**src/hdl/wcg_pkg.sv**
```systemverilog
// wcg_pkg: widths, constants, register codes and stage types for the window
// coefficient generator. No dependencies; every other file imports it.
package wcg_pkg;

    localparam int FRAME_LEN_W = 13;
    localparam int KIND_W      = 2;
    localparam int INDEX_W     = 12;
    localparam int COEF_W      = 17;
    localparam int MAX_FRAME   = 4096;
    localparam int DIV_W       = $clog2(MAX_FRAME);

    localparam int PHASE_W     = 24;
    localparam int DIV_STAGES  = INDEX_W + PHASE_W;

    localparam int CORDIC_ITERS = 24;
    localparam int CORDIC_W     = 34;
    localparam int LANES        = 2;

    localparam int TWO_PI_W = 33;
    localparam logic [TWO_PI_W-1:0] TWO_PI_Q30 = 33'd6746518853;
    localparam logic signed [CORDIC_W-1:0] CORDIC_GAIN_INV = 34'sd652032874;

    localparam logic signed [CORDIC_W-1:0] ATAN_Q30 [CORDIC_ITERS] = '{
        34'sd843314856, 34'sd497837829, 34'sd263043836, 34'sd133525158,
        34'sd67021686,  34'sd33543515,  34'sd16775850,  34'sd8388437,
        34'sd4194282,   34'sd2097149,   34'sd1048575,   34'sd524287,
        34'sd262143,    34'sd131071,    34'sd65535,     34'sd32767,
        34'sd16383,     34'sd8191,      34'sd4095,      34'sd2047,
        34'sd1023,      34'sd511,       34'sd255,       34'sd127
    };

    // window constants in q30
    localparam int Q_FRAC = 30;
    localparam logic [Q_FRAC-1:0] C_HALF = 30'd536870912;
    localparam logic [Q_FRAC-1:0] C_054  = 30'd579820585;
    localparam logic [Q_FRAC-1:0] C_046  = 30'd493921239;
    localparam logic [Q_FRAC-1:0] C_042  = 30'd450971566;
    localparam logic [Q_FRAC-1:0] C_008  = 30'd85899346;

    localparam int COS_W       = 32;
    localparam int PROD_W      = Q_FRAC + 1 + COS_W;
    localparam int ACC_W       = 64;
    localparam int ROUND_SHIFT = 44;
    localparam int RND_W       = ACC_W - ROUND_SHIFT;
    localparam logic [COEF_W-1:0] COEF_ONE = 17'd65536;

    // configuration port
    localparam int APB_ADDR_W  = 3;
    localparam int APB_DATA_W  = 32;
    localparam int REG_SEL_BIT = 2;
    localparam logic REG_FRAME_LENGTH = 1'b0;
    localparam logic REG_WINDOW_KIND  = 1'b1;
    localparam logic [FRAME_LEN_W-1:0] FRAME_LEN_RESET = 13'd1024;

    typedef enum logic [KIND_W-1:0] {
        KIND_HANN     = 2'd0,
        KIND_HAMMING  = 2'd1,
        KIND_BLACKMAN = 2'd2,
        KIND_ZERO     = 2'd3
    } window_kind_t;

    typedef struct packed {
        logic [INDEX_W-1:0] num;
        logic [DIV_W-1:0]   rem;
        logic [PHASE_W-1:0] quot;
    } div_data_t;

    typedef struct packed {
        logic                       neg;
        logic signed [CORDIC_W-1:0] x;
        logic signed [CORDIC_W-1:0] y;
        logic signed [CORDIC_W-1:0] z;
    } cordic_lane_t;

    typedef cordic_lane_t [LANES-1:0] cordic_pair_t;

endpackage

```
**src/hdl/wcg_div_cell.sv**
```systemverilog
// wcg_div_cell: one restoring division step, one quotient bit per cell.
// Depends on wcg_pkg.
module wcg_div_cell (
    input  logic                      clk,
    input  logic                      rst_n,
    input  logic                      en,
    input  logic [wcg_pkg::DIV_W-1:0] divisor,
    input  logic                      in_valid,
    input  wcg_pkg::div_data_t        in_data,
    output logic                      out_valid,
    output wcg_pkg::div_data_t        out_data
);
    import wcg_pkg::*;

    logic [DIV_W:0] trial;
    logic           fits;
    logic           valid_reg;
    div_data_t      data_reg;
    div_data_t      data_next;

    always_comb
    begin
        trial = {in_data.rem, in_data.num[INDEX_W-1]};
        fits  = (trial >= {1'b0, divisor});
        data_next.num  = {in_data.num[INDEX_W-2:0], 1'b0};
        data_next.rem  = fits ? DIV_W'(trial - {1'b0, divisor}) : DIV_W'(trial);
        data_next.quot = {in_data.quot[PHASE_W-2:0], fits};
    end

    always_ff @(posedge clk or negedge rst_n)
    begin
        if (!rst_n)
        begin
            valid_reg <= 1'b0;
        end
        else if (en)
        begin
            valid_reg <= in_valid;
        end
    end

    always_ff @(posedge clk)
    begin
        if (en)
        begin
            data_reg <= data_next;
        end
    end

    assign out_valid = valid_reg;
    assign out_data  = data_reg;

endmodule

```
**config.mk**
```make
export PLATFORM = sky130hd
export DESIGN_NAME = wcg_div_cell
export DESIGN_NICKNAME = d
export VERILOG_FILES = /design/src/hdl/wcg_pkg.sv /design/src/hdl/wcg_div_cell.sv
export SDC_FILE = /design/constraint.sdc
export NUM_CORES = 1
export LEC_CHECK = 0
export BUFFER_PORTS_ARGS = -buffer_cell sky130_fd_sc_hd__buf_2
export CAP_MARGIN = 20
export CORE_UTILIZATION = 46
export DETAILED_ROUTE_END_ITERATION = 12
export GPL_TIMING_DRIVEN = 0
export PLACE_DENSITY = 0.77
export SETUP_SLACK_MARGIN = 0.3
export SLEW_MARGIN = 5
export SYNTH_ARGS = -nofsm -noshare
export SYNTH_HDL_FRONTEND = slang
export SYNTH_SLANG_ARGS = --single-unit
```
**constraint.sdc**
```tcl
create_clock -name clk -period 0.88 [get_ports clk]
set_input_delay 0.088 -clock clk [delete_from_list [all_inputs] [get_ports clk]]
set_output_delay 0.088 -clock clk [all_outputs]
set_load 0.005 [all_outputs]
```
Word level (Yosys, flattened, before mapping)
Index checks and enable logic that the tools add are counted.
{ "word_totals": {"regBits": 48, "latch_bits": 0, "ramBits": 0, "rom_bits": 0, "input_bits": 64, "out_inout_bits": 49, "memories": 0} }
{ "op_classes": {"n_addsub": 1, "n_mul": 0, "div_mod_pow": 0, "n_lt_le_gt_ge": 1, "eq_ne": 0, "shifts": 0, "mux": 1, "n_bitwise": 0, "n_reduce_logical": 0} }
{ "ops": {"columns": ["cell", "n"], "rows": [
  ["$ge A13 B12 Y1", 1],
  ["$mux W12", 1],
  ["$sub A12 B12 Y12", 1]
]} }

Logic depth before layout (Yosys ltp)
{ "depth": {"depth_word": 2, "depth_mapped": 9, "ltp_nobuf": 9} }

Worst setup path after synthesis
Ideal clock, no wire load.
{ "synth_timing": {"path_kind": "input to register", "start": "in divisor[1] (netlist name)", "end": "reg data_reg (netlist bit out_data[28]) (data pin)", "setup_time_ns": 0.260, "arrival_ns": 2.097, "setup_slack_ns": -1.477, "path_stages": 9, "path_buffers": 1, "path_cell_list": "inv_1 > ha_1 > nor2b_4 > o31a_1 > o31a_1 > o311a_4 > nor4_4 > buf_8 > mux2_4"} }
{ "synth_lines": {"columns": ["item", "line_no", "text"], "rows": [
  ["from (decl)", "wcg_div_cell.sv:7", "input logic [wcg_pkg::DIV_W-1:0] divisor,"],
  ["to (signal assigned)", "wcg_div_cell.sv:46", "data_reg <= data_next;"],
  ["to (decl)", "wcg_div_cell.sv:18", "div_data_t data_reg;"]
]} }

==> results.tsv <==
metric	value	unit
status	finished, violations left	
failing checks	hold timing, setup timing	
Synth area leaders	edfxtp_1, ha_1, mux2_4	
Register Area	1436	um2
Gate power share	20.8	%
Setup TNS	-14.99	ns
Synth Register Bits	48	
vias in the first global route	1581	
pre-CTS WS	-1.747	ns
Clk Latency, worst-skew pair	0.29	ns
fraction of registers with async set/reset	2.083	%
# hold bufs at CTS	1	
num rows	25	
post-synth net total	236	
shortest period the worst path allows	2.070	ns
Vias/cell	4.914	
Max-cap violations	0	
TritonCTS clock tree	yes	
Initial Utilization	48.37	%
vias post-DR	1715	
worst ir drop on vdd	793.6	uV
final core utilization	67.03	%
crit path from	divisor[1]	
pin count of the biggest net entering global routing	49	
H-tree Lvls	2	
GRT Total Usage	18.76	%
P_sw	0.001263	W
worst path required time	0.92	ns
die height	72.94	um
share of cells above drive strength 1	52.13	%
Hold Worst Slack	-0.03306	ns
number of fill cells in the layout	373	
drt initial violations	73	
area growth from synthesis to layout	38.59	%
power share of the clock group	30.7	%
routability-driven placement congestion ratio	0.8704	
CP arrival	2.11	ns
Port-buffer cells	110	
nature of the critical path startpoint	input port	
DRC	0	
crit share post-route	235.3	%
I/O pin total	113	
die footprint	5320	um2
FMAX	0.4830	GHz
most frequent cells in the layout	buf_2, edfxtp_1, inv_1, nor2_1, nand3_1	
RSZ-0062 raised after global routing	true	
Detailed Routing Iterations Pass 1	4	
Synth top area share	60.97	%
CTS Sinks	48	
total internal power	0.004579	W
first-pass GRT wire length	7334	um
antenna diode count	0	
Final Skew	0	ns
gr ovfl total	0	
Max Root-Sink Buffers	2	
Final Max Slew Viols	0	
crit path max fanout	3	
TritonCTS Buffers	5	
wire length per cell	14.14	um
Hold Fails Final Rpt	34	
Routed Antenna Nets	0	
switching portion of total power	21.62	%
initial antenna violation count	0	
leakage	1.433	nW
most common flop cell mapped by yosys	edfxtp_1	
number of distinct library cells after synthesis	39	
synthesized area	2315	um2
die width	72.94	um
Post-Synthesis Cells	159	
HPWL Detailed	3799	um
CP endpoint kind	flip-flop	
slack of the critical path	-1.190	ns
core area	4786	um2
Post-synth EDFFs	47	
Final nets	358	
Root Buffer Master	clkbuf_8	
Hold Path Class	in2reg	
R2R depth	1	
R2R setup slack	0.13	ns
post-synthesis sequential area ratio	62.05	%
Setup violations, final	31	
top cell type by total area after synthesis	edfxtp_1	
WS Path Type	in2reg	
Multi-input gate area	843.3	um2
commonest non-fill, non-tap cell in the layout	buf_2	
min-delay src	in_data[16]	
R2R Path End	out_valid	
final wirelength	4935	um
end of the critical path	out_data[26]	
P per Cell Area	1821	nW/um2
CTS clk-pin slew, worst paths	0.08	ns
Avg Inst Size Synth	14.56	um2
Reg power frac	48.5	%
Reg-to-Reg Start	out_valid	
Synth warnings	0	
[registers in the layout, summed over array words and instances (netlist names)]
name	count
out_valid	1
out_data	47
[stage by stage]
stage	instances	instance area (um2)	total power [W]
global route	349	3208	0.006104
global placement	336	2990	0.004016
CTS	349	3199	0.005904
floorplan	159	2356	0.003539
detailed placement	336	2990	0.004052
finish	349	3208	0.005842
[area by class of cell]
type	count	share of cell area, %
sequential	48	44.77
multi-input combinational	93	26.29
timing repair buffer	115	19.19
tap	67	2.613
clock buffer	6	2.262
inverter	15	2.145
clock inverter	2	1.872
buffer	3	0.8580
[power groups by stage]
| stage | clock, W | sequential [W] | combinational, W |
|---|---|---|---|
| detailed placement | 0 | 0.00289 | 0.00116 |
| global route | 0.00192 | 0.00286 | 0.00133 |
| floorplan | 0 | 0.00293 | 0.000614 |
| global placement | 0 | 0.00288 | 0.00114 |
| finish | 0.00180 | 0.00283 | 0.00121 |
| CTS | 0.00186 | 0.00284 | 0.00121 |
[how the worst min path moves through the flow]
stage | endpoint | slack, ns | depth (start not counted)
3_3_place_gp | out_valid | -0.14 | 1
4_1_cts | out_data[17] | -0.05 | 1
6_report | out_data[17] | -0.03 | 1
3_5_place_dp | out_valid | -0.14 | 1
5_1_grt | out_data[17] | -0.05 | 1
2_1_floorplan | out_valid | -0.21 | 0
[repair_timing]
action,in CTS,in global routing
endpoints found under the hold margin,35,34
setup buffers,4,0
pin swaps,1,2
gates resized for setup,9,6
setup endpoints to repair,109,62
[critical path: stages]
cell and delay [ns]:
buf_12 0.09, inv_12 0.03, ha_4 0.22, nor2b_4 0.12, o31a_1 0.26, o31a_1 0.27, o311a_4 0.32, nor4_4 0.19
buf_4 0.19, mux2_2 0.33
[cells by family after synthesis]
family / after synthesis / share of synthesized area (%)
AO/OA/AOI/OAI: 23 / 7.892
XOR/XNOR: 8 / 3.027
adder cells (fa/ha/maj): 13 / 7.351
buffers and inverters: 18 / 3.567
flip-flops: 48 / 62.05
multiplexers: 14 / 7.784
other: 1 / 0.1620
AND/OR/NAND/NOR: 34 / 8.162
[routing by layer]
layer / vias up / part of all wire (%) / routed length [um] / track usage, %
li1: 832 / - / - / -
met1: 798 / 38 / 1855 / 19.85
met2: 81 / 52 / 2584 / 34.99
met3: 4 / 9.2 / 452 / 5.801
met4: 0 / 0.87 / 43 / 6.536
met5: - / 0 / 0 / 0
[cells in the mapped netlist (all sizes together), types with 3 or more instances]
cell type and count:
xor2 3, xnor2 5, inv 15, mux2 11
ha 12, mux2i 3, nor2 9, o21ai 3
nand3 9, edfxtp 47, nor2b 5, nor3 3
a21oi 5, nand2 4
No activity file was read; power rests on OpenSTA's default activity.
