## src/hdl/wcg_pkg.sv

```systemverilog
// wcg_pkg: widths, constants, register codes and stage types for the window
// coefficient generator. No dependencies; every other file imports it.
package wcg_pkg;

    localparam int FRAME_LEN_W = 13;
    localparam int KIND_W      = 2;
    localparam int INDEX_W     = 12;
    localparam int COEF_W      = 17;
    localparam int MAX_FRAME   = 4096;
    localparam int DIV_W       = $clog2(MAX_FRAME);

    localparam int PHASE_W     = 24;
    localparam int DIV_STAGES  = INDEX_W + PHASE_W;

    localparam int CORDIC_ITERS = 24;
    localparam int CORDIC_W     = 34;
    localparam int LANES        = 2;

    localparam int TWO_PI_W = 33;
    localparam logic [TWO_PI_W-1:0] TWO_PI_Q30 = 33'd6746518853;
    localparam logic signed [CORDIC_W-1:0] CORDIC_GAIN_INV = 34'sd652032874;

    localparam logic signed [CORDIC_W-1:0] ATAN_Q30 [CORDIC_ITERS] = '{
        34'sd843314856, 34'sd497837829, 34'sd263043836, 34'sd133525158,
        34'sd67021686,  34'sd33543515,  34'sd16775850,  34'sd8388437,
        34'sd4194282,   34'sd2097149,   34'sd1048575,   34'sd524287,
        34'sd262143,    34'sd131071,    34'sd65535,     34'sd32767,
        34'sd16383,     34'sd8191,      34'sd4095,      34'sd2047,
        34'sd1023,      34'sd511,       34'sd255,       34'sd127
    };

    // window constants in q30
    localparam int Q_FRAC = 30;
    localparam logic [Q_FRAC-1:0] C_HALF = 30'd536870912;
    localparam logic [Q_FRAC-1:0] C_054  = 30'd579820585;
    localparam logic [Q_FRAC-1:0] C_046  = 30'd493921239;
    localparam logic [Q_FRAC-1:0] C_042  = 30'd450971566;
    localparam logic [Q_FRAC-1:0] C_008  = 30'd85899346;

    localparam int COS_W       = 32;
    localparam int PROD_W      = Q_FRAC + 1 + COS_W;
    localparam int ACC_W       = 64;
    localparam int ROUND_SHIFT = 44;
    localparam int RND_W       = ACC_W - ROUND_SHIFT;
    localparam logic [COEF_W-1:0] COEF_ONE = 17'd65536;

    // configuration port
    localparam int APB_ADDR_W  = 3;
    localparam int APB_DATA_W  = 32;
    localparam int REG_SEL_BIT = 2;
    localparam logic REG_FRAME_LENGTH = 1'b0;
    localparam logic REG_WINDOW_KIND  = 1'b1;
    localparam logic [FRAME_LEN_W-1:0] FRAME_LEN_RESET = 13'd1024;

    typedef enum logic [KIND_W-1:0] {
        KIND_HANN     = 2'd0,
        KIND_HAMMING  = 2'd1,
        KIND_BLACKMAN = 2'd2,
        KIND_ZERO     = 2'd3
    } window_kind_t;

    typedef struct packed {
        logic [INDEX_W-1:0] num;
        logic [DIV_W-1:0]   rem;
        logic [PHASE_W-1:0] quot;
    } div_data_t;

    typedef struct packed {
        logic                       neg;
        logic signed [CORDIC_W-1:0] x;
        logic signed [CORDIC_W-1:0] y;
        logic signed [CORDIC_W-1:0] z;
    } cordic_lane_t;

    typedef cordic_lane_t [LANES-1:0] cordic_pair_t;

endpackage

```

## src/hdl/wcg_mix.sv

```systemverilog
// wcg_mix: weights the two cosines by the window constants, sums, rounds
// to q1.16 and saturates. Depends on wcg_pkg.
module wcg_mix (
    input  logic                       clk,
    input  logic                       rst_n,
    input  logic                       en,
    input  wcg_pkg::window_kind_t      kind,
    input  logic                       in_valid,
    input  wcg_pkg::cordic_pair_t      in_lanes,
    output logic                       out_valid,
    output logic [wcg_pkg::COEF_W-1:0] coefficient
);
    import wcg_pkg::*;

    localparam logic signed [ACC_W-1:0] BASE_HANN     = $signed(ACC_W'(C_HALF) << Q_FRAC);
    localparam logic signed [ACC_W-1:0] BASE_HAMMING  = $signed(ACC_W'(C_054) << Q_FRAC);
    localparam logic signed [ACC_W-1:0] BASE_BLACKMAN = $signed(ACC_W'(C_042) << Q_FRAC);
    localparam logic [ACC_W-1:0] ROUND_BIAS = ACC_W'(1) << (ROUND_SHIFT - 1);

    logic v0_reg;
    logic v1_reg;
    logic v2_reg;
    logic v3_reg;

    logic signed [COS_W-1:0]  c0_reg;
    logic signed [COS_W-1:0]  c1_reg;
    logic [Q_FRAC-1:0]        a_coef;
    logic [Q_FRAC-1:0]        b_coef;
    logic signed [ACC_W-1:0]  base_val;
    logic signed [Q_FRAC:0]   a_s;
    logic signed [Q_FRAC:0]   b_s;
    logic signed [PROD_W-1:0] prod0_next;
    logic signed [PROD_W-1:0] prod1_next;
    logic signed [PROD_W-1:0] prod0_reg;
    logic signed [PROD_W-1:0] prod1_reg;
    logic signed [ACC_W-1:0]  acc_next;
    logic signed [ACC_W-1:0]  acc_reg;
    logic [ACC_W-1:0]         rnd;
    logic [RND_W-1:0]         rounded;
    logic [COEF_W-1:0]        coef_next;
    logic [COEF_W-1:0]        coef_reg;

    always_comb
    begin
        case (kind)
            KIND_HANN:
            begin
                a_coef   = C_HALF;
                b_coef   = '0;
                base_val = BASE_HANN;
            end
            KIND_HAMMING:
            begin
                a_coef   = C_046;
                b_coef   = '0;
                base_val = BASE_HAMMING;
            end
            KIND_BLACKMAN:
            begin
                a_coef   = C_HALF;
                b_coef   = C_008;
                base_val = BASE_BLACKMAN;
            end
            default:
            begin
                a_coef   = '0;
                b_coef   = '0;
                base_val = '0;
            end
        endcase
        a_s        = $signed({1'b0, a_coef});
        b_s        = $signed({1'b0, b_coef});
        prod0_next = a_s * c0_reg;
        prod1_next = b_s * c1_reg;
        acc_next   = base_val - prod0_reg + prod1_reg;

        rnd     = $unsigned(acc_reg) + ROUND_BIAS;
        rounded = rnd[ACC_W-1:ROUND_SHIFT];
        if (acc_reg <= 0)
        begin
            coef_next = '0;
        end
        else if (rounded > RND_W'(COEF_ONE))
        begin
            coef_next = COEF_ONE;
        end
        else
        begin
            coef_next = rounded[COEF_W-1:0];
        end
    end

    always_ff @(posedge clk or negedge rst_n)
    begin
        if (!rst_n)
        begin
            v0_reg <= 1'b0;
            v1_reg <= 1'b0;
            v2_reg <= 1'b0;
            v3_reg <= 1'b0;
        end
        else if (en)
        begin
            v0_reg <= in_valid;
            v1_reg <= v0_reg;
            v2_reg <= v1_reg;
            v3_reg <= v2_reg;
        end
    end

    always_ff @(posedge clk)
    begin
        if (en)
        begin
            c0_reg <= COS_W'(in_lanes[0].neg ? -in_lanes[0].x : in_lanes[0].x);
            c1_reg <= COS_W'(in_lanes[1].neg ? -in_lanes[1].x : in_lanes[1].x);
            prod0_reg <= prod0_next;
            prod1_reg <= prod1_next;
            acc_reg   <= acc_next;
            coef_reg  <= coef_next;
        end
    end

    assign out_valid   = v3_reg;
    assign coefficient = coef_reg;

endmodule

```

## config.mk

```make
export PLATFORM = sky130hd
export DESIGN_NAME = wcg_mix
export DESIGN_NICKNAME = d
export VERILOG_FILES = /design/src/hdl/wcg_pkg.sv /design/src/hdl/wcg_mix.sv
export SDC_FILE = /design/constraint.sdc
export NUM_CORES = 2
export LEC_CHECK = 0
export BUFFER_PORTS_ARGS = -buffer_cell sky130_fd_sc_hd__buf_2
export CORE_MARGIN = 1.5
export CORE_UTILIZATION = 65
export CTS_CLUSTER_DIAMETER = 150
export CTS_CLUSTER_SIZE = 40
export DETAILED_ROUTE_END_ITERATION = 12
export PLACE_DENSITY = 0.95
export SETUP_SLACK_MARGIN = 0.2
export SLEW_MARGIN = 0
export SYNTH_ARGS = -nofsm -noshare
export SYNTH_HDL_FRONTEND = slang
export SYNTH_SLANG_ARGS = --single-unit
```

## constraint.sdc

```tcl
create_clock -name clk -period 11.03 [get_ports clk]
set_input_delay 2.206 -clock clk [delete_from_list [all_inputs] [get_ports clk]]
set_output_delay 2.206 -clock clk [all_outputs]
set_load 0.05 [all_outputs]
```

# Yosys cells after proc, flatten, opt, wreduce, memory -nomap -nowiden
# Index checks and enable logic that the tools add are counted.
# classes
addsub	5
multipliers	2
n_lt_le_gt_ge	2
n_eq_ne	2
n_mux	6
reduce_logical	3
# op_table
op	count
$pmux 60 s3	1
$add 64x44->64 const B	1
$add 64x63->64	1
$le 64x1->1 const B	1
$mux 32	2
$neg 32->32	2
$sub 61x63->64	1
$mul 31x32->63	1
$mul 28x32->60	1
$pmux 30 s2	1
$mux 27	1
$gt 20x17->1 const B	1
$mux 17	1
$reduce_or 2->1	2
$eq 2x1->1 const B	1
$eq 2x2->1 const B	1
$logic_not 2->1	1
# word_totals
reg_bits	275
input_bits	212
out_inout_bits	18
wordCells	31

# Depth between registers and ports, before layout
# depth
ltp_word	4
ltp_mapped	35
mapped_depth_nobuf	32

# Worst setup path after synthesis
# No wires, ideal clock.
# synth_timing
path_kind	input -> register
from	input kind[1]
to	register prod0_reg[59] (data pin)
setup_ps	266
t_arrival_ps	10577
t_required_ps	10764
slack_ps	188
cell_stages	27
n_path_buf	1
cell_sequence	inv_1 ha_1 clkbuf_1 nand2_1 inv_1 ha_1 inv_1 fa_1 inv_1 fa_1 fa_1 fa_1 fa_1 fa_1 fa_1 ha_1 a21oi_1 o21bai_1 a21o_1 a21oi_1 o21ai_0 a21oi_1 o211ai_1 a21o_1 a2111oi_0 nor3_1 xor2_1
# synth_between
elab_chain_len	4
word_cells_on_any_way	6
classes_between	mul: 1; eq/ne: 2; mux: 1; reduce/logical: 2
# synth_lines
element	line	rtl
start: declaration	wcg_mix.sv:7	input wcg_pkg::window_kind_t kind,
$eq 2x2->1 / $logic_not 2->1 (equally long branches)	wcg_mix.sv:45	case (kind)
$reduce_or 2->1 (no source line)	-	
$pmux 30 s2 *	wcg_mix.sv:45	
$mul 31x32->63 *	wcg_mix.sv:73	prod0_next = a_s * c0_reg;
named net prod0_next[59]	wcg_mix.sv:32	logic signed [PROD_W-1:0] prod0_next;
end signal: assignment	wcg_mix.sv:117	prod0_reg <= prod0_next;
end: declaration	wcg_mix.sv:34	logic signed [PROD_W-1:0] prod0_reg;
# The timed path passes the listed nets; every way through them passes the cells marked *.
# A chain may end at the register's enable or synchronous reset.

# Final worst setup path
# layout_timing
from	input kind[1]
to	register prod0_reg[62] (data pin)
# Same word-level chain as after synthesis.

==> flow_summary.ini <==
[outcome]
run_status = completed

[floorplanning]
die_w_um = 285
std_cell_rows = 103
fp.dieH_um = 285
io_pins = 230
initial_utilization_pct = 65.5
design.die.area_um2 = 81200
coreArea_um2 = 78900

[setup_path]
critical_path_arrival_ps = 10870
path_class = in -> reg
critPathMostFrequentCell = inv_1
max_stage_delay_ps = 570
critPathMaxFanout = 9
critical_path.startpoint_type = input pin
cpMaxStageDelayCell = fa_1
r2r_setup_slack_ps = 2600
critical_path.endpoint_type = flop
worstPathRequired_ps = 11350

[place]
placement.io_buffers = 89
gp_congestion = 1.01
dp_hpwl_mm = 117

[clocking]
cts_repair_resize_count = 0
clk_pin_slew_worst_paths_ps = 120
max-clock-path-buffers = 3
clock_sinks = 271
cts-hold-fix-buffers = 0
clock_insertion_delay_worst_skew_ps = 590
number_of_clock_buffers_inserted_by_tritoncts = 15
clock_tree.htree_level_count = 1
cts_root_buffer = clkbuf_16
post-cts-setup-buffers = 0
cts_tree = built

[logic_synthesis]
synthesized_area_per_cell_um2 = 10.2
top_cell_type_s_share_of_synthesized_area_pct = 34.3
synth_seq_cells = 271
synth.net_count = 6962
sequential_to_total_area_share_from_yosys_stat_pct = 15.7
yosys.cell_types.count = 85
synthArstFlopShare_pct = 1.48
yosysWarnings = 0
synth_enable_flop_cells = 267
synth_instances = 5072
synth_top_area_cell = fa_1
synthesis.area_um2 = 51700
top_reg_cell_synth = edfxtp_1
synth_top_cells_by_area = fa_1, ha_1, edfxtp_1, inv_1, xnor2_1

[sta]
max_clock_freq_ghz = 0.0947
relSlewSlack_pct = 18.6
timing_max_transition_violations_final = 0
setup_total_negative_slack_ps = 0
tightestPinTransition_ps = 1210
setup-violations-final = 0
final.period_utilization_pct = 95.7
final_hold_viol_count = 0
finalClockSkew_ps = 44.0
timing.final.crit_period_ps = 10560
setup_repair_after_global_routing_missed_its_margin = false

[routing]
route.antenna.remaining_nets = 0
drt-total-wl_mm = 133
vias_per_cell = 5.71
drt_drc_violations_left = 0
wire_per_inst_um = 21.3
first_iteration_detailed_routing_drc_count = 2995
drt-pass1-iter-count = 6
dr_total_vias = 35600

[final_layout]
diodes = 0
final_layout_size_suffix_gt1_share_pct = 4.60
commonest_non_fill_non_tap_cell_in_the_layout = inv_1
synthToLayoutAreaGrowth_pct = 5.37
multiInputGateArea_um2 = 37900
finish.net_count = 7080
largest_register_ffs = 64
final_cell_mix = inv_1, fa_1, ha_1, edfxtp_1
ff_latch_area_um2 = 8120
final_util_pct = 69.0
fill_cells = 5962

[global_route]
grt_usage_pct = 34.1
vias_in_the_first_global_route = 37900
grt_pass1_wl_mm = 211
grt_max_degree = 122
grt_antenna_before_repair = 2
grt_overflow_total = 0

[job]
drv_cap = 0

[power]
power_density_nw_per_um2 = 312
p_leak_nw = 28.1
worst_ir_drop_vdd_mv = 0.454

[worst_hold_path]
min_path_type = reg -> reg
==> synthesized netlist by cell type, types with 5 or more instances <==
cell type,n
nand4_1,41
a21boi_0,7
and4_1,6
xor2_1,87
or3_1,18
o211ai_1,14
edfxtp_1,267
xnor2_1,188
and3_1,25
a31oi_1,34
o41ai_1,10
o21a_1,15
a21o_1,131
inv_1,1416
nor4_1,23
ha_1,792
clkbuf_1,71
nand2b_1,22
mux2_2,10
nor2b_1,49
fa_1,886
a211oi_1,11
nor3_1,32
a221oi_1,6
or4_1,5
o21ai_0,106
a41oi_1,5
o31a_1,5
nor2_1,122
a21oi_1,199
o21ai_1,15
o31ai_1,26
and2_1,45
nand3_1,60
o21bai_1,32
nand2_1,199
==> power by group <==
part           internal [W]  switching (W)  leakage (nW)
sequential          0.00213       0.000242          2.68
clock              0.000295       0.000462         0.280
combinational       0.00563        0.00823          25.2
==> final timing paths <==
check	from	end	cells past startpoint
setup / recovery	kind[1]	prod0_reg[62]	33
hold / removal	prod0_reg[0]	acc_reg[0]	0
setup reg to reg	c0_reg[17]	prod0_reg[62]	30
hold reg to reg	prod0_reg[0]	acc_reg[0]	0
max in group asynchronous	rst_n	out_valid	1
min in group asynchronous	rst_n	v1_reg	1
==> critical path: cells and delay by family <==
family / cells / cell delay, ps
compound gates: 10 / 2580
fa+ha+maj: 10 / 4480
xor+xnor: 1 / 160
buf+inv: 11 / 1160
simple gates: 1 / 290
==> through the flow <==
step	setup slack, ps	cells	total power, W	hold WS, ps	cell area [um2]
after floorplan	374	5072	0.0124	426	51700
after global placement	308	6223	0.0155	434	53800
after detailed placement	135	6223	0.0160	449	53800
after CTS	701	6247	0.0169	470	54400
after global routing	248	6247	0.0186	496	54400
final	474	6247	0.0170	468	54400
==> per-layer routing <==
layer | GRT usage [%] | wire [um] | up-vias
met2 | 53.5 | 60800 | 1247
met3 | 4.83 | 9560 | 194
li1 | - | - | 16300
met1 | 50.1 | 58900 | 17900
met4 | 9.18 | 4020 | 4
met5 | 0 | 20 | -
==> area by class of cell <==
type	count	area share [%]
inverters	1418	9.79
clock buffers	15	0.690
flip-flops and latches	271	14.9
clock inverters	9	0.434
repair buffers	177	2.07
well taps	1050	2.41
multi-input cells	3307	69.7
==> cell families (layout without fill, tap and decap cells) <==
| kind of cell | after synthesis | in the layout | share of synthesized area [%] |
|---|---|---|---|
| compound gates | 668 | 668 | 8.40 |
| xor+xnor | 275 | 275 | 4.66 |
| fa+ha+maj | 1678 | 1678 | 53.5 |
| buf+inv | 1494 | 1619 | 10.9 |
| flops | 271 | 271 | 15.7 |
| mux | 12 | 12 | 0.257 |
| simple gates | 674 | 674 | 6.58 |
Note: power is estimated with default switching activity, not from simulation.
