`src/hdl/wcg_pkg.sv`:
```
// wcg_pkg: widths, constants, register codes and stage types for the window
// coefficient generator. No dependencies; every other file imports it.
package wcg_pkg;

    localparam int FRAME_LEN_W = 13;
    localparam int KIND_W      = 2;
    localparam int INDEX_W     = 12;
    localparam int COEF_W      = 17;
    localparam int MAX_FRAME   = 4096;
    localparam int DIV_W       = $clog2(MAX_FRAME);

    localparam int PHASE_W     = 24;
    localparam int DIV_STAGES  = INDEX_W + PHASE_W;

    localparam int CORDIC_ITERS = 24;
    localparam int CORDIC_W     = 34;
    localparam int LANES        = 2;

    localparam int TWO_PI_W = 33;
    localparam logic [TWO_PI_W-1:0] TWO_PI_Q30 = 33'd6746518853;
    localparam logic signed [CORDIC_W-1:0] CORDIC_GAIN_INV = 34'sd652032874;

    localparam logic signed [CORDIC_W-1:0] ATAN_Q30 [CORDIC_ITERS] = '{
        34'sd843314856, 34'sd497837829, 34'sd263043836, 34'sd133525158,
        34'sd67021686,  34'sd33543515,  34'sd16775850,  34'sd8388437,
        34'sd4194282,   34'sd2097149,   34'sd1048575,   34'sd524287,
        34'sd262143,    34'sd131071,    34'sd65535,     34'sd32767,
        34'sd16383,     34'sd8191,      34'sd4095,      34'sd2047,
        34'sd1023,      34'sd511,       34'sd255,       34'sd127
    };

    // window constants in q30
    localparam int Q_FRAC = 30;
    localparam logic [Q_FRAC-1:0] C_HALF = 30'd536870912;
    localparam logic [Q_FRAC-1:0] C_054  = 30'd579820585;
    localparam logic [Q_FRAC-1:0] C_046  = 30'd493921239;
    localparam logic [Q_FRAC-1:0] C_042  = 30'd450971566;
    localparam logic [Q_FRAC-1:0] C_008  = 30'd85899346;

    localparam int COS_W       = 32;
    localparam int PROD_W      = Q_FRAC + 1 + COS_W;
    localparam int ACC_W       = 64;
    localparam int ROUND_SHIFT = 44;
    localparam int RND_W       = ACC_W - ROUND_SHIFT;
    localparam logic [COEF_W-1:0] COEF_ONE = 17'd65536;

    // configuration port
    localparam int APB_ADDR_W  = 3;
    localparam int APB_DATA_W  = 32;
    localparam int REG_SEL_BIT = 2;
    localparam logic REG_FRAME_LENGTH = 1'b0;
    localparam logic REG_WINDOW_KIND  = 1'b1;
    localparam logic [FRAME_LEN_W-1:0] FRAME_LEN_RESET = 13'd1024;

    typedef enum logic [KIND_W-1:0] {
        KIND_HANN     = 2'd0,
        KIND_HAMMING  = 2'd1,
        KIND_BLACKMAN = 2'd2,
        KIND_ZERO     = 2'd3
    } window_kind_t;

    typedef struct packed {
        logic [INDEX_W-1:0] num;
        logic [DIV_W-1:0]   rem;
        logic [PHASE_W-1:0] quot;
    } div_data_t;

    typedef struct packed {
        logic                       neg;
        logic signed [CORDIC_W-1:0] x;
        logic signed [CORDIC_W-1:0] y;
        logic signed [CORDIC_W-1:0] z;
    } cordic_lane_t;

    typedef cordic_lane_t [LANES-1:0] cordic_pair_t;

endpackage

```
`src/hdl/wcg_cos_prep.sv`:
```
// wcg_cos_prep: folds the phase into the first quarter turn for both cosine
// lanes and scales it to radians. Depends on wcg_pkg.
module wcg_cos_prep (
    input  logic                        clk,
    input  logic                        rst_n,
    input  logic                        en,
    input  logic                        in_valid,
    input  logic [wcg_pkg::PHASE_W-1:0] phase,
    output logic                        out_valid,
    output wcg_pkg::cordic_pair_t       out_lanes
);
    import wcg_pkg::*;

    localparam logic [PHASE_W-1:0] HALF_TURN    = {1'b1, {(PHASE_W-1){1'b0}}};
    localparam logic [PHASE_W-1:0] QUARTER_TURN = {2'b01, {(PHASE_W-2){1'b0}}};
    localparam int PROD_BITS = PHASE_W - 1 + TWO_PI_W;

    logic v1_reg;
    logic v2_reg;

    always_ff @(posedge clk or negedge rst_n)
    begin
        if (!rst_n)
        begin
            v1_reg <= 1'b0;
            v2_reg <= 1'b0;
        end
        else if (en)
        begin
            v1_reg <= in_valid;
            v2_reg <= v1_reg;
        end
    end

    assign out_valid = v2_reg;

    for (genvar l = 0; l < LANES; l++)
    begin : g_lane
        logic [PHASE_W-1:0]   ph;
        logic [PHASE_W-1:0]   f1;
        logic [PHASE_W-1:0]   f2;
        logic                 neg_next;
        logic [PHASE_W-2:0]   fold_reg;
        logic                 neg1_reg;
        logic [PROD_BITS-1:0] zprod;
        logic signed [CORDIC_W-1:0] z_reg;
        logic                 neg2_reg;

        always_comb
        begin
            ph = (l == 0) ? phase : {phase[PHASE_W-2:0], 1'b0};
            f1 = (ph > HALF_TURN) ? (PHASE_W'(0) - ph) : ph;
            if (f1 > QUARTER_TURN)
            begin
                f2       = HALF_TURN - f1;
                neg_next = 1'b1;
            end
            else
            begin
                f2       = f1;
                neg_next = 1'b0;
            end
            zprod = fold_reg * TWO_PI_Q30;
        end

        always_ff @(posedge clk)
        begin
            if (en)
            begin
                fold_reg <= f2[PHASE_W-2:0];
                neg1_reg <= neg_next;
                z_reg    <= $signed(CORDIC_W'(zprod[PROD_BITS-1:PHASE_W]));
                neg2_reg <= neg1_reg;
            end
        end

        assign out_lanes[l].neg = neg2_reg;
        assign out_lanes[l].x   = CORDIC_GAIN_INV;
        assign out_lanes[l].y   = '0;
        assign out_lanes[l].z   = z_reg;
    end

endmodule

```
`config.mk`:
```
export PLATFORM = sky130hd
export DESIGN_NAME = wcg_cos_prep
export DESIGN_NICKNAME = d
export VERILOG_FILES = /design/src/hdl/wcg_pkg.sv /design/src/hdl/wcg_cos_prep.sv
export SDC_FILE = /design/constraint.sdc
export NUM_CORES = 2
export LEC_CHECK = 0
export BUFFER_PORTS_ARGS = -buffer_cell sky130_fd_sc_hd__buf_4
export CAP_MARGIN = 20
export CORE_AREA = 2 2 335 204
export CTS_CLUSTER_DIAMETER = 100
export CTS_CLUSTER_SIZE = 8
export DETAILED_ROUTE_END_ITERATION = 10
export DIE_AREA = 0 0 337 206
export GPL_TIMING_DRIVEN = 0
export MAX_ROUTING_LAYER = met4
export PLACE_DENSITY_LB_ADDON = 0.08
export REMOVE_ABC_BUFFERS = 1
export SLEW_MARGIN = 20
export SYNTH_ARGS = -nofsm -noshare
export SYNTH_HDL_FRONTEND = slang
export SYNTH_SLANG_ARGS = --single-unit
```
`constraint.sdc`:
```
create_clock -name clk -period 13.2 [get_ports clk]
set_input_delay 0.66 -clock clk [delete_from_list [all_inputs] [get_ports clk]]
set_output_delay 0.66 -clock clk [all_outputs]
set_load 0.01 [all_outputs]
```
; After elaboration in Yosys (flattened, before gate mapping)
; Cells that the tools add are included.
[classes]
addsub = 4
mul = 2
magnitude_cmp = 4
muxes = 6
[op_table]
columns = operator, n
row1 = $mul A23 B33 Y56 const B, 2
row2 = $gt A24 B23 Y1 const B, 2
row3 = $gt A24 B24 Y1 const B, 2
row4 = $mux W24, 2
row5 = $sub A1 B24 Y24 const A, 2
row6 = $mux W23, 2
row7 = $sub A1 B23 Y23 const A, 2
row8 = $mux W1, 2
[totals]
regBits = 116
in_bits = 28
out_inout_bits = 207
word_cells = 26

; Logic depth before layout (Yosys ltp)
[logic_depth]
ltp_word = 4
mapped_depth = 24
mapped_depth_nobuf = 24

; Worst setup path after synthesis
; No wires, ideal clock.
[synth_timing]
path_kind = reg2reg
startpoint = register g_lane[1].fold_reg[6]
endpoint = register g_lane[1].z_reg[28], data pin
t_arrival_ns = 6.565
slack_ns = 6.373
stages_incl_launch_ff = 22
cell_sequence = edfxtp_1 -> inv_1 -> fa_1 -> inv_1 -> fa_1 -> fa_1 -> fa_1 -> fa_1 -> fa_1 -> inv_1 -> fa_1 -> inv_1 -> ha_1 -> a21o_1 -> a211oi_1 -> o21ai_0 -> a221oi_1 -> o31ai_1 -> a211o_1 -> a31oi_1 -> o21bai_1 -> xor2_1
[synth_via]
elab_chain_len = 1
[synth_lines]
columns = element, line
row1 = from (decl), wcg_cos_prep.sv:43  ; logic [PHASE_W-2:0] fold_reg;
row2 = from (signal assigned), wcg_cos_prep.sv:70  ; fold_reg <= f2[PHASE_W-2:0];
row3 = $mul A23 B33 Y56, wcg_cos_prep.sv:63  ; zprod = fold_reg * TWO_PI_Q30;
row4 = named net g_lane[1].zprod[52], wcg_cos_prep.sv:45  ; logic [PROD_BITS-1:0] zprod;
row5 = to (signal assigned), wcg_cos_prep.sv:72  ; z_reg <= $signed(CORDIC_W'(zprod[PROD_BITS-1:PHASE_W]));
row6 = to (decl), wcg_cos_prep.sv:46  ; logic signed [CORDIC_W-1:0] z_reg;
; The timed path passes the listed nets, and every way through them passes these cells.
; A chain may end at the register's enable or synchronous reset.

; Worst setup path after layout
[layout_timing]
startpoint = register g_lane[0].fold_reg[6]
endpoint = register g_lane[0].z_reg[22], data pin
[layout_via]
elab_chain_len = 1
[layout_lines]
columns = element, line
row1 = from (decl), wcg_cos_prep.sv:43
row2 = from (signal assigned), wcg_cos_prep.sv:70
row3 = $mul A23 B33 Y56, wcg_cos_prep.sv:63
row4 = named net g_lane[0].zprod[46], wcg_cos_prep.sv:45
row5 = to (signal assigned), wcg_cos_prep.sv:72
row6 = to (decl), wcg_cos_prep.sv:46
; The timed path passes the listed nets, and every way through them passes these cells.

==> impl_metrics.toml <==
[cts]
clkTransAtPathRegs_ns = 0.06
clk_path_buf_depth = 2
clock_sinks = 114
clockRootBuffer = "clkbuf_16"
cts_tree = "done"
clk_latency_ns = 0.51
cts_buffers = 17
cts_max_level = 4
cts_resized = 0

[timing]
setup_viol = 0
slew_violations = 0
fmax_mhz = 116
rsz0062_at_grt = "false"
fin_skew_ns = 0.0110
slew_headroom = 0.234
period_needed_ns = 8.60
fin_crit_sh = 0.651
final.setup.tns_ns = 0
worst_pin_slew_ns = 1.14
finalHoldViolCount = 0

[detailed_routing]
post_drt_via_cell_ratio = 5.08
wl_per_cell_um = 20.4
first_iter_violations = 1503
dr.pass1.iters = 6
wl_um = 80300
drc = 0
vias = 19952
postRouteAntennaNets = 0

[worst_hold_path]
hp-class = "input pin to flip-flop"

[yosys]
synth-xor-area-share = 0.0460
synthCells = 2925
synth_fa_ha_area_frac = 0.565
ys_types = 81
synth_compound_area_frac = 0.0776
synth_warnings = 0
synth_top_area_cell = "fa_1"
synth_area_um2 = 29700
synth_area_leaders = "fa_1 (33%), ha_1 (24%), edfxtp_1 (11%)"
yosys.area_share.simple = 0.0602
ys_async_sr_fraction = 0.0175
synthMuxAreaShare = 0.00291
synth_seq_cells = 114
ys_seq_area_frac = 0.115
netlist.area_leader.share = 0.329
syn-mean-instance-area_um2 = 10.1
synth_top_family_by_area = "adder cells"
synth_edf_count = 112
synth_flop_cell = "edfxtp_1"

[global_route]
gr-usage-all-layers = 0.250
first_global_vias = 20248
grt_max_degree = 74
grt-ovfl-total = 0
antenna_found_initial = 0
grt_pass1_wl_um = 123000

[placement]
numPortBuffers = 94
gp_congestion = 0.962
hpwl_um = 70700

[worst_setup_path]
startpoint_type = "flip-flop"
r2r_setup_slack_ns = 4.60
r2r-start = "g_lane[0].fold_reg[6]$_DFFE_PP_"
critPathKind = "flip-flop to flip-flop"
cp_max_fo = 8
crit_required_ns = 13.45
startpoint = "g_lane[0].fold_reg[6]$_DFFE_PP_"
r2r-end = "g_lane[0].z_reg[22]$_DFFE_PP_"
rr_worst_depth = 21
critPathCapture = "g_lane[0].z_reg[22]$_DFFE_PP_"
arrival_ns = 8.85
end_kind = "flip-flop"

[cells_and_area]
drive_gt1_frac = 0.0531
nNetsFinal = 4077
ff_latch_area_um2 = 3410
multi_input_area_um2 = 22900
syn2layout_area_growth_pct = 6.19
largest_register_ffs = 64
fillers = 6372

[run]
drv_cap = 0

[status]
status = "finished clean"

[floorplan]
io_pins = 235
core.rowCount = 74
start_util = 0.443
core_um2 = 66900
die-height_um = 206
die_area_um2 = 69400
chipWidth_um = 337
## area by class of cell
cell class              count  share of cell area
repair buffers            100              0.0253
clock buffers              17              0.0135
well taps                 912              0.0362
inverters                 717              0.0854
multi-input cells        2051               0.725
flip-flops and latches    114               0.108
clock inverters            15             0.00584
diodes                      1           0.0000794
## cell usage after synthesis (13+ instances only)
cell / n
inv_1: 717
ha_1: 560
fa_1: 488
buf_4: 145
edfxtp_1: 112
a21oi_1: 109
nand2_1: 98
xnor2_1: 95
nor2_1: 79
o21ai_0: 68
xor2_1: 61
a21o_1: 37
nand3_1: 34
clkbuf_1: 26
nand4_1: 24
a211oi_1: 18
nor3_1: 16
a21boi_0: 15
o31ai_1: 15
nor2b_1: 14
and3_1: 13
or3_1: 13
## cells in the final DEF (no fill, tap or decap), types with 8 or more instances in the layout
| cell | count |
|---|---|
| a31oi_1 | 8 |
| buf_4 | 94 |
| o211ai_1 | 8 |
| ha_1 | 560 |
| a21boi_0 | 15 |
| a21oi_1 | 109 |
| o21ai_0 | 68 |
| nor2_1 | 79 |
| or3_1 | 13 |
| o31ai_1 | 14 |
| nor3_1 | 16 |
| and3_1 | 13 |
| nand4_1 | 24 |
| clkbuf_16 | 17 |
| a211oi_1 | 18 |
| conb_1 | 140 |
| xnor2_1 | 95 |
| nand2_1 | 98 |
| xor2_1 | 61 |
| fa_1 | 488 |
| a21o_1 | 37 |
| edfxtp_1 | 112 |
| inv_1 | 717 |
| nor2b_1 | 14 |
| nand3_1 | 34 |
## how the worst min path moves through the flow
stage | end | slack (ns) | from | cells after the start
2_1_floorplan | out_valid$_DFFE_PN0P_ | 0.36 | rst_n | 0
3_3_place_gp | v1_reg$_DFFE_PN0P_ | 0.44 | rst_n | 1
3_5_place_dp | out_valid$_DFFE_PN0P_ | 0.45 | rst_n | 1
5_1_grt | v1_reg$_DFFE_PN0P_ | 0.37 | in_valid | 2
4_1_cts | v1_reg$_DFFE_PN0P_ | 0.36 | in_valid | 2
6_report | v1_reg$_DFFE_PN0P_ | 0.39 | in_valid | 2
## cell families (layout without fill, tap and decap cells)
kind of cell / Yosys count / in the layout
fa+ha+maj: 1048 / 1048
buf+inv: 898 / 849
compound gates: 351 / 351
simple gates: 348 / 348
xor+xnor: 156 / 156
flops: 114 / 114
mux: 8 / 8
other cells: 2 / 141
## what timing repair did
action	in CTS	in global routing
hold endpoints to repair	2	0
setup buffers	0	0
hold buffers	1	0
## metal layers
layer | routed length, um | track usage | share of wire | vias to the layer above
met5 | 0 | - | 0 | -
met3 | 8520 | 0.0897 | 0.11 | 38
met1 | 43600 | 0.402 | 0.54 | 9916
li1 | - | - | - | 9313
met2 | 27600 | 0.289 | 0.34 | 685
met4 | 635 | 0.0368 | 0.0079 | 0
## critical path: stages (launching register included)
cell	delay [ns]
edfxtp_1	0.73
inv_1	0.19
fa_1	0.61
inv_1	0.13
fa_1	0.55
inv_1	0.05
fa_1	0.48
inv_1	0.06
fa_1	0.49
fa_1	0.57
fa_1	0.43
fa_1	0.48
ha_1	0.37
nand2_1	0.19
a21oi_1	0.20
a21boi_0	0.13
a31oi_1	0.63
a21boi_0	0.29
o31ai_1	0.88
a41oi_1	0.51
a21oi_1	0.29
xor2_1	0.09
## metrics by stage
| stage | worst slack, ns | hold slack, ns | util | std cells | instance area (um^2) |
|---|---|---|---|---|---|
| after global routing | 4.27 | 0.371 | 0.471 | 3926 | 31500 |
| after global placement | 3.60 | 0.442 | 0.460 | 3888 | 30800 |
| after CTS | 4.71 | 0.358 | 0.471 | 3926 | 31500 |
| after detailed placement | 4.73 | 0.445 | 0.461 | 3893 | 30900 |
| after floorplan | 6.37 | 0.364 | - | 2882 | 28900 |
| final | 4.60 | 0.389 | 0.471 | 3927 | 31500 |
Power is left out: the tool's default activity adds up to more than one toggle a clock period on the data nets, which glitch-free logic cannot reach.
