--- src/hdl/wcg_pkg.sv ---
// wcg_pkg: widths, constants, register codes and stage types for the window
// coefficient generator. No dependencies; every other file imports it.
package wcg_pkg;

    localparam int FRAME_LEN_W = 13;
    localparam int KIND_W      = 2;
    localparam int INDEX_W     = 12;
    localparam int COEF_W      = 17;
    localparam int MAX_FRAME   = 4096;
    localparam int DIV_W       = $clog2(MAX_FRAME);

    localparam int PHASE_W     = 24;
    localparam int DIV_STAGES  = INDEX_W + PHASE_W;

    localparam int CORDIC_ITERS = 24;
    localparam int CORDIC_W     = 34;
    localparam int LANES        = 2;

    localparam int TWO_PI_W = 33;
    localparam logic [TWO_PI_W-1:0] TWO_PI_Q30 = 33'd6746518853;
    localparam logic signed [CORDIC_W-1:0] CORDIC_GAIN_INV = 34'sd652032874;

    localparam logic signed [CORDIC_W-1:0] ATAN_Q30 [CORDIC_ITERS] = '{
        34'sd843314856, 34'sd497837829, 34'sd263043836, 34'sd133525158,
        34'sd67021686,  34'sd33543515,  34'sd16775850,  34'sd8388437,
        34'sd4194282,   34'sd2097149,   34'sd1048575,   34'sd524287,
        34'sd262143,    34'sd131071,    34'sd65535,     34'sd32767,
        34'sd16383,     34'sd8191,      34'sd4095,      34'sd2047,
        34'sd1023,      34'sd511,       34'sd255,       34'sd127
    };

    // window constants in q30
    localparam int Q_FRAC = 30;
    localparam logic [Q_FRAC-1:0] C_HALF = 30'd536870912;
    localparam logic [Q_FRAC-1:0] C_054  = 30'd579820585;
    localparam logic [Q_FRAC-1:0] C_046  = 30'd493921239;
    localparam logic [Q_FRAC-1:0] C_042  = 30'd450971566;
    localparam logic [Q_FRAC-1:0] C_008  = 30'd85899346;

    localparam int COS_W       = 32;
    localparam int PROD_W      = Q_FRAC + 1 + COS_W;
    localparam int ACC_W       = 64;
    localparam int ROUND_SHIFT = 44;
    localparam int RND_W       = ACC_W - ROUND_SHIFT;
    localparam logic [COEF_W-1:0] COEF_ONE = 17'd65536;

    // configuration port
    localparam int APB_ADDR_W  = 3;
    localparam int APB_DATA_W  = 32;
    localparam int REG_SEL_BIT = 2;
    localparam logic REG_FRAME_LENGTH = 1'b0;
    localparam logic REG_WINDOW_KIND  = 1'b1;
    localparam logic [FRAME_LEN_W-1:0] FRAME_LEN_RESET = 13'd1024;

    typedef enum logic [KIND_W-1:0] {
        KIND_HANN     = 2'd0,
        KIND_HAMMING  = 2'd1,
        KIND_BLACKMAN = 2'd2,
        KIND_ZERO     = 2'd3
    } window_kind_t;

    typedef struct packed {
        logic [INDEX_W-1:0] num;
        logic [DIV_W-1:0]   rem;
        logic [PHASE_W-1:0] quot;
    } div_data_t;

    typedef struct packed {
        logic                       neg;
        logic signed [CORDIC_W-1:0] x;
        logic signed [CORDIC_W-1:0] y;
        logic signed [CORDIC_W-1:0] z;
    } cordic_lane_t;

    typedef cordic_lane_t [LANES-1:0] cordic_pair_t;

endpackage

--- src/hdl/wcg_cordic_cell.sv ---
// wcg_cordic_cell: one rotation-mode cordic iteration for both cosine lanes.
// Depends on wcg_pkg.
module wcg_cordic_cell #(
    parameter int ITER = 0
) (
    input  logic                  clk,
    input  logic                  rst_n,
    input  logic                  en,
    input  logic                  in_valid,
    input  wcg_pkg::cordic_pair_t in_lanes,
    output logic                  out_valid,
    output wcg_pkg::cordic_pair_t out_lanes
);
    import wcg_pkg::*;

    logic         valid_reg;
    cordic_pair_t lanes_reg;
    cordic_pair_t lanes_next;

    logic signed [CORDIC_W-1:0] x;
    logic signed [CORDIC_W-1:0] y;
    logic signed [CORDIC_W-1:0] z;

    always_comb
    begin
        x = '0;
        y = '0;
        z = '0;
        for (int l = 0; l < LANES; l++)
        begin
            x = in_lanes[l].x;
            y = in_lanes[l].y;
            z = in_lanes[l].z;
            lanes_next[l].neg = in_lanes[l].neg;
            if (!z[CORDIC_W-1])
            begin
                lanes_next[l].x = x - (y >>> ITER);
                lanes_next[l].y = y + (x >>> ITER);
                lanes_next[l].z = z - ATAN_Q30[ITER];
            end
            else
            begin
                lanes_next[l].x = x + (y >>> ITER);
                lanes_next[l].y = y - (x >>> ITER);
                lanes_next[l].z = z + ATAN_Q30[ITER];
            end
        end
    end

    always_ff @(posedge clk or negedge rst_n)
    begin
        if (!rst_n)
        begin
            valid_reg <= 1'b0;
        end
        else if (en)
        begin
            valid_reg <= in_valid;
        end
    end

    always_ff @(posedge clk)
    begin
        if (en)
        begin
            lanes_reg <= lanes_next;
        end
    end

    assign out_valid = valid_reg;
    assign out_lanes = lanes_reg;

endmodule

--- config.mk ---
export PLATFORM = sky130hd
export DESIGN_NAME = wcg_cordic_cell
export DESIGN_NICKNAME = d
export VERILOG_FILES = /design/src/hdl/wcg_pkg.sv /design/src/hdl/wcg_cordic_cell.sv
export SDC_FILE = /design/constraint.sdc
export NUM_CORES = 1
export LEC_CHECK = 0
export BUFFER_PORTS_ARGS = -buffer_cell sky130_fd_sc_hd__buf_2
export CORE_ASPECT_RATIO = 0.6
export CORE_MARGIN = 2
export CORE_UTILIZATION = 40
export DETAILED_ROUTE_END_ITERATION = 8
export PLACE_DENSITY_LB_ADDON = 0.08
export SLEW_MARGIN = 25
export SYNTH_ARGS = -nofsm -noshare
export SYNTH_HDL_FRONTEND = slang
export SYNTH_SLANG_ARGS = --single-unit
export TNS_END_PERCENT = 100
--- constraint.sdc ---
create_clock -name clk -period 1.1 [get_ports clk]
set_input_delay 0.11 -clock clk [delete_from_list [all_inputs] [get_ports clk]]
set_output_delay 0.11 -clock clk [all_outputs]
set_load 0.005 [all_outputs]
* Yosys cells after proc, flatten, opt, wreduce, memory -nomap -nowiden *
Cells that the tools add are included.

operators by class
  add/sub/neg operators = 10
  multipliers = 0
  div/mod/pow operators = 0
  magnitude comparators = 0
  eq/ne operators = 0
  shift-type cells = 0
  muxes and demuxes = 2
  bitwise logic cells = 0
  reduce and logical (&&, ||, !) cells = 0

operators by type and width
  kind                    count
  $mux 102                2
  $sub 34x34->34          4
  $add 34x31->34 const B  2
  $add 34x34->34          2
  $sub 34x31->34 const B  2

storage, ports and cells
  register bits = 207
  bits in latches = 0
  memory bits (writable) = 0
  bits in read-only memories = 0
  output and inout port bits = 207
  logic and storage cells = 21
  memories = 0

* Longest topological paths before layout *
Gate-level depths: netlist of the first run.

  word-level depth = 2
  mapped depth = 15
  mapped depth without buffers = 12

* Worst setup path before layout of the first run *
Ideal clock, no wire load.

  path type = input port to flip-flop
  start = input in_lanes[136] (netlist name)
  end = register lanes_reg, in the netlist out_lanes[135] (data pin)
  arrival = 3.461 ns
  required time = 0.893 ns
  slack = -2.568 ns
  stages = 14
  buffers on the path = 3
  path through = clkbuf_1 -> inv_1 -> clkbuf_1 -> buf_1 -> ha_1 -> nand4_1 -> inv_1 -> a221oi_1 -> a21oi_1 -> o21ai_1 -> o21ai_2 -> o41a_2 -> mux2i_1 -> a2111oi_0

RTL lines
  what                  RTL line               source
  start, declared       wcg_cordic_cell.sv:10  input wcg_pkg::cordic_pair_t in_lanes,
  end signal, assigned  wcg_cordic_cell.sv:66  lanes_reg <= lanes_next;
  end, declared         wcg_cordic_cell.sv:17  cordic_pair_t lanes_reg;

==> results.py, run 1 <==
metrics = {
    "outcome": {
        "run_status": "finished, violations left",
        "violations": "negative setup slack",
    },
    "setup_path": {
        "critical_path_buf_inv_count": 4,
        "end_kind": "flip-flop",
        "cpLargestDelayFamily": "compound AO/OA/AOI/OAI gates",
        "slowest_delay_ns": 0.44,
        "crit_chain": "buf_8 > buf_12 > ha_4 > nor2_4 > a221oi_4 > o31ai_4 > a221oi_4 > o211ai_4 > a31oi_4 > buf_12 > buf_12 > o211ai_1 > o311ai_1 > xor2_1",
        "crit_required_ns": 1.49,
        "crit_type": "primary input to flip-flop",
        "path_common_cell": "buf_12",
        "cp_data_arrival_time_ns": 2.79,
        "setup.worst_path.start_class": "primary input",
        "critPathSlowestCell": "a221oi_4",
        "crit_fanout": 4,
    },
    "synthesis": {
        "ys_types": 95,
        "synth.mux.area_fraction": 0.0151,
        "yosysWarnings": 0,
        "yosysMostFrequentCell": "a21oi_1",
        "synthXorXnorAreaFrac": 0.0741,
        "synth_cells": 2381,
        "syn-cell-area_um2": 20700,
        "synthArstFlopShare": 0.00488,
        "yosys-top-cells-area": "edfxtp_1 30%, ha_1 15%, a21oi_1 6.9%",
        "synth_edf_count": 204,
        "synth_seq_cells": 205,
        "yosys-top-cells-count": "286 x a21oi_1, 256 x ha_1, 224 x inv_1",
        "synthDominantCellAreaShare": 0.296,
        "synth_compound_area_frac": 0.258,
        "synth_flop_cell": "edfxtp_1",
        "yosysSeqAreaShare": 0.297,
        "synthSimpleGateAreaFrac": 0.130,
        "synthAdderAreaFrac": 0.163,
        "synth_area_per_cell_um2": 8.69,
        "syn-num-nets": 2855,
        "synth_top_family_by_area": "compound AO/OA/AOI/OAI gates",
        "synth.largest_area_cell": "edfxtp_1",
    },
    "routing": {
        "vias": 25100,
        "drt_drc_violations_left": 0,
        "first_pass_iters": 5,
        "totalWireLength_um": 100000,
        "avgRoutedWirePerCell_um": 22.3,
        "avgViaCountPerCell": 5.59,
        "detail-route-antenna-nets": 0,
        "detailedRoute.firstIterationViolations": 2133,
    },
    "global_routing": {
        "grtUsageTotal": 0.344,
        "grt.overflow.total": 0,
        "grt_pass1_wl_um": 144000,
        "grt_pass1_vias": 24200,
        "antenna_found_initial": 8,
        "grt_max_degree": 57,
    },
    "hold_path": {
        "worstHoldPathType": "primary input to flip-flop",
    },
    "timing": {
        "finalHoldViolCount": 0,
        "min_period_over_period": 2.18,
        "drv_slew": 0,
        "relSlewSlack": 0.537,
        "max_slew.worst_pin.slew_ns": 0.694,
        "skew_ns": 0,
        "rsz0062_at_grt": "true",
        "final-setup-viol-count": 380,
        "period_needed_ns": 2.40,
        "timing.setup.tns_ns": -162.80,
        "timing.fmax_mhz": 417,
        "worst_slack_ns": -1.30,
    },
    "placement": {
        "post-place-ws_ns": -2.17,
        "place_congestion": 1.00,
        "dp_hpwl_um": 74300,
        "portBuffers": 416,
        "placed_area_um2": 31300,
    },
    "pwr": {
        "powerDensity_nw_per_um2": 1090,
        "p_leak_nw": 16.9,
        "ir_worst_vdd_mv": 1.18,
        "power.total_mw": 41.1,
    },
    "finish": {
        "drive_gt1_frac": 0.564,
        "nets": 4246,
        "final_area_um2": 37700,
        "fillers": 3674,
        "fin_util": 0.738,
        "areaGrowthSynthToFinish_pct": 82.0,
    },
    "clocking": {
        "numCtsBuffers": 25,
        "tritoncts": "built",
        "clk-insertion-delay-late_ns": 0.59,
        "cts_sinks": 205,
        "clk_pin_slew_ns": 0.06,
        "htreeDepth": 1,
        "cts_max_path_buffers": 3,
        "cts_root_buf": "clkbuf_16",
    },
    "die": {
        "core_area_um2": 51000,
        "die_area_um2": 53600,
        "start_util": 0.406,
        "io_pins": 417,
        "row_count": 64,
        "die_h_um": 180,
        "die_w_um": 298,
    },
    "run": {
        "cap_violations": 0,
    },
}
## sequential cells by signal (all words and copies together), names as in the netlist
signal and count:
out_valid 1, out_lanes 204
## repair_timing
action | 4_1_cts | 5_1_grt
hold endpoints to repair | 27 | 0
gates resized for setup | 552 | 309
endpoints found under the setup margin | 385 | 384
hold buffers | 21 | 0
cloned | 2 | 0
buffers inserted | 130 | 81
pin swaps | 353 | 279
## cell type report
class / count / area (µm²) / share of cell area
Antenna cell: 6 / 15.0 / 0.000399
Clock buffer: 26 / 629 / 0.0167
Clock inverter: 20 / 274 / 0.00728
Inverter: 233 / 1030 / 0.0274
Multi-Input combinational cell: 1846 / 17500 / 0.466
Sequential cell: 205 / 6150 / 0.163
Tap cell: 693 / 867 / 0.0230
Timing Repair Buffer: 1461 / 11200 / 0.296
## path summary, 6_finish.rpt
path,from,end,slack [ns],depth (start not counted)
worst min register to register,out_valid,out_valid,0.62,2
min in group asynchronous,rst_n,out_valid,0.36,3
worst max-delay path,in_lanes[69],out_lanes[65],-1.30,14
worst min-delay path,in_lanes[109],out_lanes[110],0.04,4
worst max register to register,out_valid,out_valid,0.23,2
max in group asynchronous,rst_n,out_valid,0.64,3
## through the flow
stage / hold WS, ns / instances
after floorplan: -0.186 / 2381
after detailed placement: -0.114 / 4273
after CTS: 0.0162 / 4435
final: 0.0410 / 4490
after global routing: 0.0432 / 4489
after global placement: -0.116 / 4273
## power by group
group          total [mW]  leakage, nW  switching, mW  internal (mW)
clock                9.57        0.441           3.97           5.60
combinational        20.7         14.5           10.6           10.1
sequential           10.9         2.01          0.534           10.4
total                41.1         16.9           15.1           26.1
## tightest hold or removal path, stage by stage
cell and delay, ns:
buf_2 0.09, ha_4 0.14, a21oi_1 0.06, xnor2_1 0.13
## layout by cell type (no fill, tap or decap), types with 20 or more instances in the layout
| cell | instances |
|---|---|
| inv_2 | 29 |
| ha_4 | 74 |
| nor3_1 | 36 |
| o21ai_2 | 51 |
| xnor2_1 | 118 |
| a21oi_1 | 167 |
| nand4_1 | 34 |
| buf_6 | 151 |
| buf_4 | 874 |
| a21oi_2 | 84 |
| buf_8 | 20 |
| dlygate4sd3_1 | 21 |
| buf_12 | 20 |
| xnor2_2 | 22 |
| a21o_1 | 68 |
| nand2b_1 | 23 |
| o211ai_1 | 26 |
| clkbuf_16 | 25 |
| xor2_1 | 31 |
| ha_1 | 168 |
| edfxtp_1 | 204 |
| mux2i_1 | 25 |
| o21ai_0 | 53 |
| nand3_1 | 41 |
| o21ai_1 | 33 |
| buf_2 | 369 |
| o21bai_1 | 44 |
| a21oi_4 | 36 |
| nand2_1 | 92 |
| inv_1 | 173 |
| o21ai_4 | 24 |
| nor2_1 | 148 |
## logic make-up (layout without fill, tap and decap cells)
group	Yosys count	count (layout)
compound gates	823	823
xor+xnor	175	175
fa+ha+maj	264	264
buf+inv	330	1740
flops	205	205
mux	31	31
other cells	0	6
simple gates	553	553
## metal layers
metal | track usage | wire length, µm
met1 | 0.504 | 44700
met2 | 0.503 | 42900
met3 | 0.0772 | 9360
met4 | 0.0962 | 3250
met5 | 0 | 11
Note: power is estimated with default switching activity, not from simulation.
==> inputs of run 2 (changes only) <==
Settings changed: REMOVE_ABC_BUFFERS set to 1.
==> run 2 against run 1 <==
Effect of this change:
- the flow still finishes with violations (negative setup slack)
- fmax grew 3.2%
- non-clock buffer count fell by 33
- worst hold slack improved by 0.0047 ns
- die area stayed put
- combinational power is 5% lower
- sequential share of layout area rose by 0.63 points
- critical path type unchanged
- via count fell by 2.7%
- cell count shrank 0.73%
- highest routed layer is now met4
- register-to-register slack gained 0.12 ns
- critical path depth down 2
- core utilization decreased by 2.7 points
- sequential power about the same
==> results.py, run 2 (synthesis gave the netlist of run 1 again) <==
metrics = {
    "timing": {
        "finalHoldViolCount": 0,
        "timing.fmax_mhz": 430,
        "max_slew.worst_pin.slew_ns": 0.879,
        "final-setup-viol-count": 385,
        "holdWs_ns": 0.0458,
        "min_period_over_period": 2.11,
        "period_needed_ns": 2.33,
        "skew_ns": 0,
        "worst_slack_ns": -1.23,
        "relSlewSlack": 0.414,
        "rsz0062_at_grt": "true",
        "drv_slew": 0,
    },
    "clocking": {
        "cts_sinks": 205,
        "cts_root_buf": "clkbuf_16",
        "htreeDepth": 1,
        "clk-insertion-delay-late_ns": 0.57,
        "numCtsBuffers": 25,
        "cts_max_path_buffers": 3,
        "tritoncts": "built",
        "clk_pin_slew_ns": 0.06,
    },
    "placement": {
        "dp_hpwl_um": 71500,
        "post-place-ws_ns": -2.23,
        "placed_area_um2": 29700,
        "place_congestion": 1.02,
        "portBuffers": 416,
    },
    "pwr": {
        "powerDensity_nw_per_um2": 1080,
        "p_sw_mw": 14.0,
        "power.total_mw": 39.3,
        "pwr-share-clk": 0.226,
        "pwr-share-seq": 0.274,
        "p_sw_frac": 0.356,
        "combPwrFrac": 0.500,
        "p_leak_nw": 16.4,
        "power.internal_mw": 25.3,
        "ir_worst_vdd_mv": 1.17,
    },
    "routing": {
        "drt_drc_violations_left": 0,
        "totalWireLength_um": 92600,
        "avgViaCountPerCell": 5.48,
        "detailedRoute.firstIterationViolations": 2177,
        "vias": 24400,
        "first_pass_iters": 5,
        "avgRoutedWirePerCell_um": 20.8,
        "detail-route-antenna-nets": 0,
    },
    "outcome": {
        "run_status": "finished, violations left",
        "violations": "negative setup slack",
    },
    "die": {
        "start_util": 0.406,
        "die_w_um": 298,
        "row_count": 64,
        "io_pins": 417,
        "die_h_um": 180,
        "core_area_um2": 51000,
        "die_area_um2": 53600,
    },
    "setup_path": {
        "cp_data_arrival_time_ns": 2.64,
        "crit_required_ns": 1.42,
        "crit_type": "primary input to flip-flop",
        "worstReg2RegEnd": "out_valid",
        "crit_fanout": 4,
        "r2r-start": "out_valid",
        "crit_path_end": "out_lanes[195]",
        "rrSetupSlack_ns": 0.35,
        "rr_worst_depth": 1,
        "setup.worst_path.start_class": "primary input",
        "end_kind": "flip-flop",
        "cp-startpoint": "in_lanes[171]",
    },
    "hold_path": {
        "worstHoldPathType": "primary input to flip-flop",
    },
    "global_routing": {
        "grt_pass1_vias": 24200,
        "grt_pass1_wl_um": 140000,
        "antenna_found_initial": 7,
        "grt.overflow.total": 0,
        "grt_max_degree": 78,
        "grtUsageTotal": 0.329,
    },
    "finish": {
        "multi_input_area_um2": 16800,
        "fillers": 3908,
        "seq_area_um2": 6150,
        "fin_util": 0.711,
        "nets": 4213,
        "largest_register_ffs": 204,
        "final_area_um2": 36300,
        "mostFrequentLayoutCell": "buf_4",
        "drive_gt1_frac": 0.539,
        "final_cell_mix": "861 x buf_4, 384 x buf_2, 204 x edfxtp_1",
        "areaGrowthSynthToFinish_pct": 75.2,
    },
    "run": {
        "cap_violations": 0,
    },
}
-- run 2: cell types whose count changed in the layout (fill, tap and decap cells not counted), moves of 11 or more --
cell and delta:
a21oi_1 +14, a21oi_4 -11, buf_2 +15, buf_4 -13, buf_6 -22, o21ai_4 -15
-- run 2: how the worst min path moves through the flow --
stage / cells after the start / to / start / slack [ns]
5_1_grt: 3 / out_lanes[136] / in_lanes[135] / 0.08
4_1_cts: 3 / out_lanes[136] / in_lanes[135] / 0.001
2_1_floorplan: 0 / out_valid / rst_n / -0.19
3_3_place_gp: 1 / out_valid / rst_n / -0.12
3_5_place_dp: 1 / out_valid / rst_n / -0.11
6_report: 3 / out_lanes[136] / in_lanes[135] / 0.05
-- run 2: per-layer routing --
layer | vias to the layer above | global-route usage | part of all wire
met5 | - | 0 | 0
met4 | 0 | 0.0814 | 0.030
met3 | 145 | 0.0609 | 0.081
met2 | 1099 | 0.495 | 0.43
met1 | 11800 | 0.484 | 0.46
li1 | 11400 | - | -
-- run 2: critical path, cell delays in order --
cell and delay [ns]:
buf_8 0.11, ha_4 0.17, fa_2 0.40, nor3b_4 0.18, o311ai_4 0.30, a31oi_4 0.15, o31ai_4 0.27, a211oi_4 0.15
or3_4 0.40, a21oi_2 0.14, mux2i_1 0.10, xnor2_1 0.15
-- run 2: through the flow --
step           std cells  setup TNS, ns
2_1_floorplan       2284        -239.86
3_3_place_gp        4250        -280.49
3_5_place_dp        4250        -285.31
4_1_cts             4405        -151.79
5_1_grt             4457        -180.71
6_report            4457        -161.53
-- run 2: power groups by stage --
stage,clock [mW],combinational [mW],sequential [mW]
global route,9.31,20.8,10.9
floorplan,0,6.56,11.0
finish,8.86,19.6,10.8
CTS,9.04,18.1,10.8
global placement,0,15.0,10.9
detailed placement,0,15.2,10.9
-- run 2: final cells by class --
type                    instances  area share
flip-flops and latches        205       0.170
repair buffers               1428       0.293
diodes                          7    0.000483
clock buffers                  27      0.0175
multi-input cells            1846       0.464
clock inverters                18     0.00583
well taps                     693      0.0239
inverters                     233      0.0257
-- run 2: repair_timing --
action	4_1_cts	5_1_grt
setup buffers	117	58
resized for setup	767	232
endpoints found under the hold margin	25	0
hold buffers	20	0
pin swaps	355	197
endpoints found under the setup margin	384	385
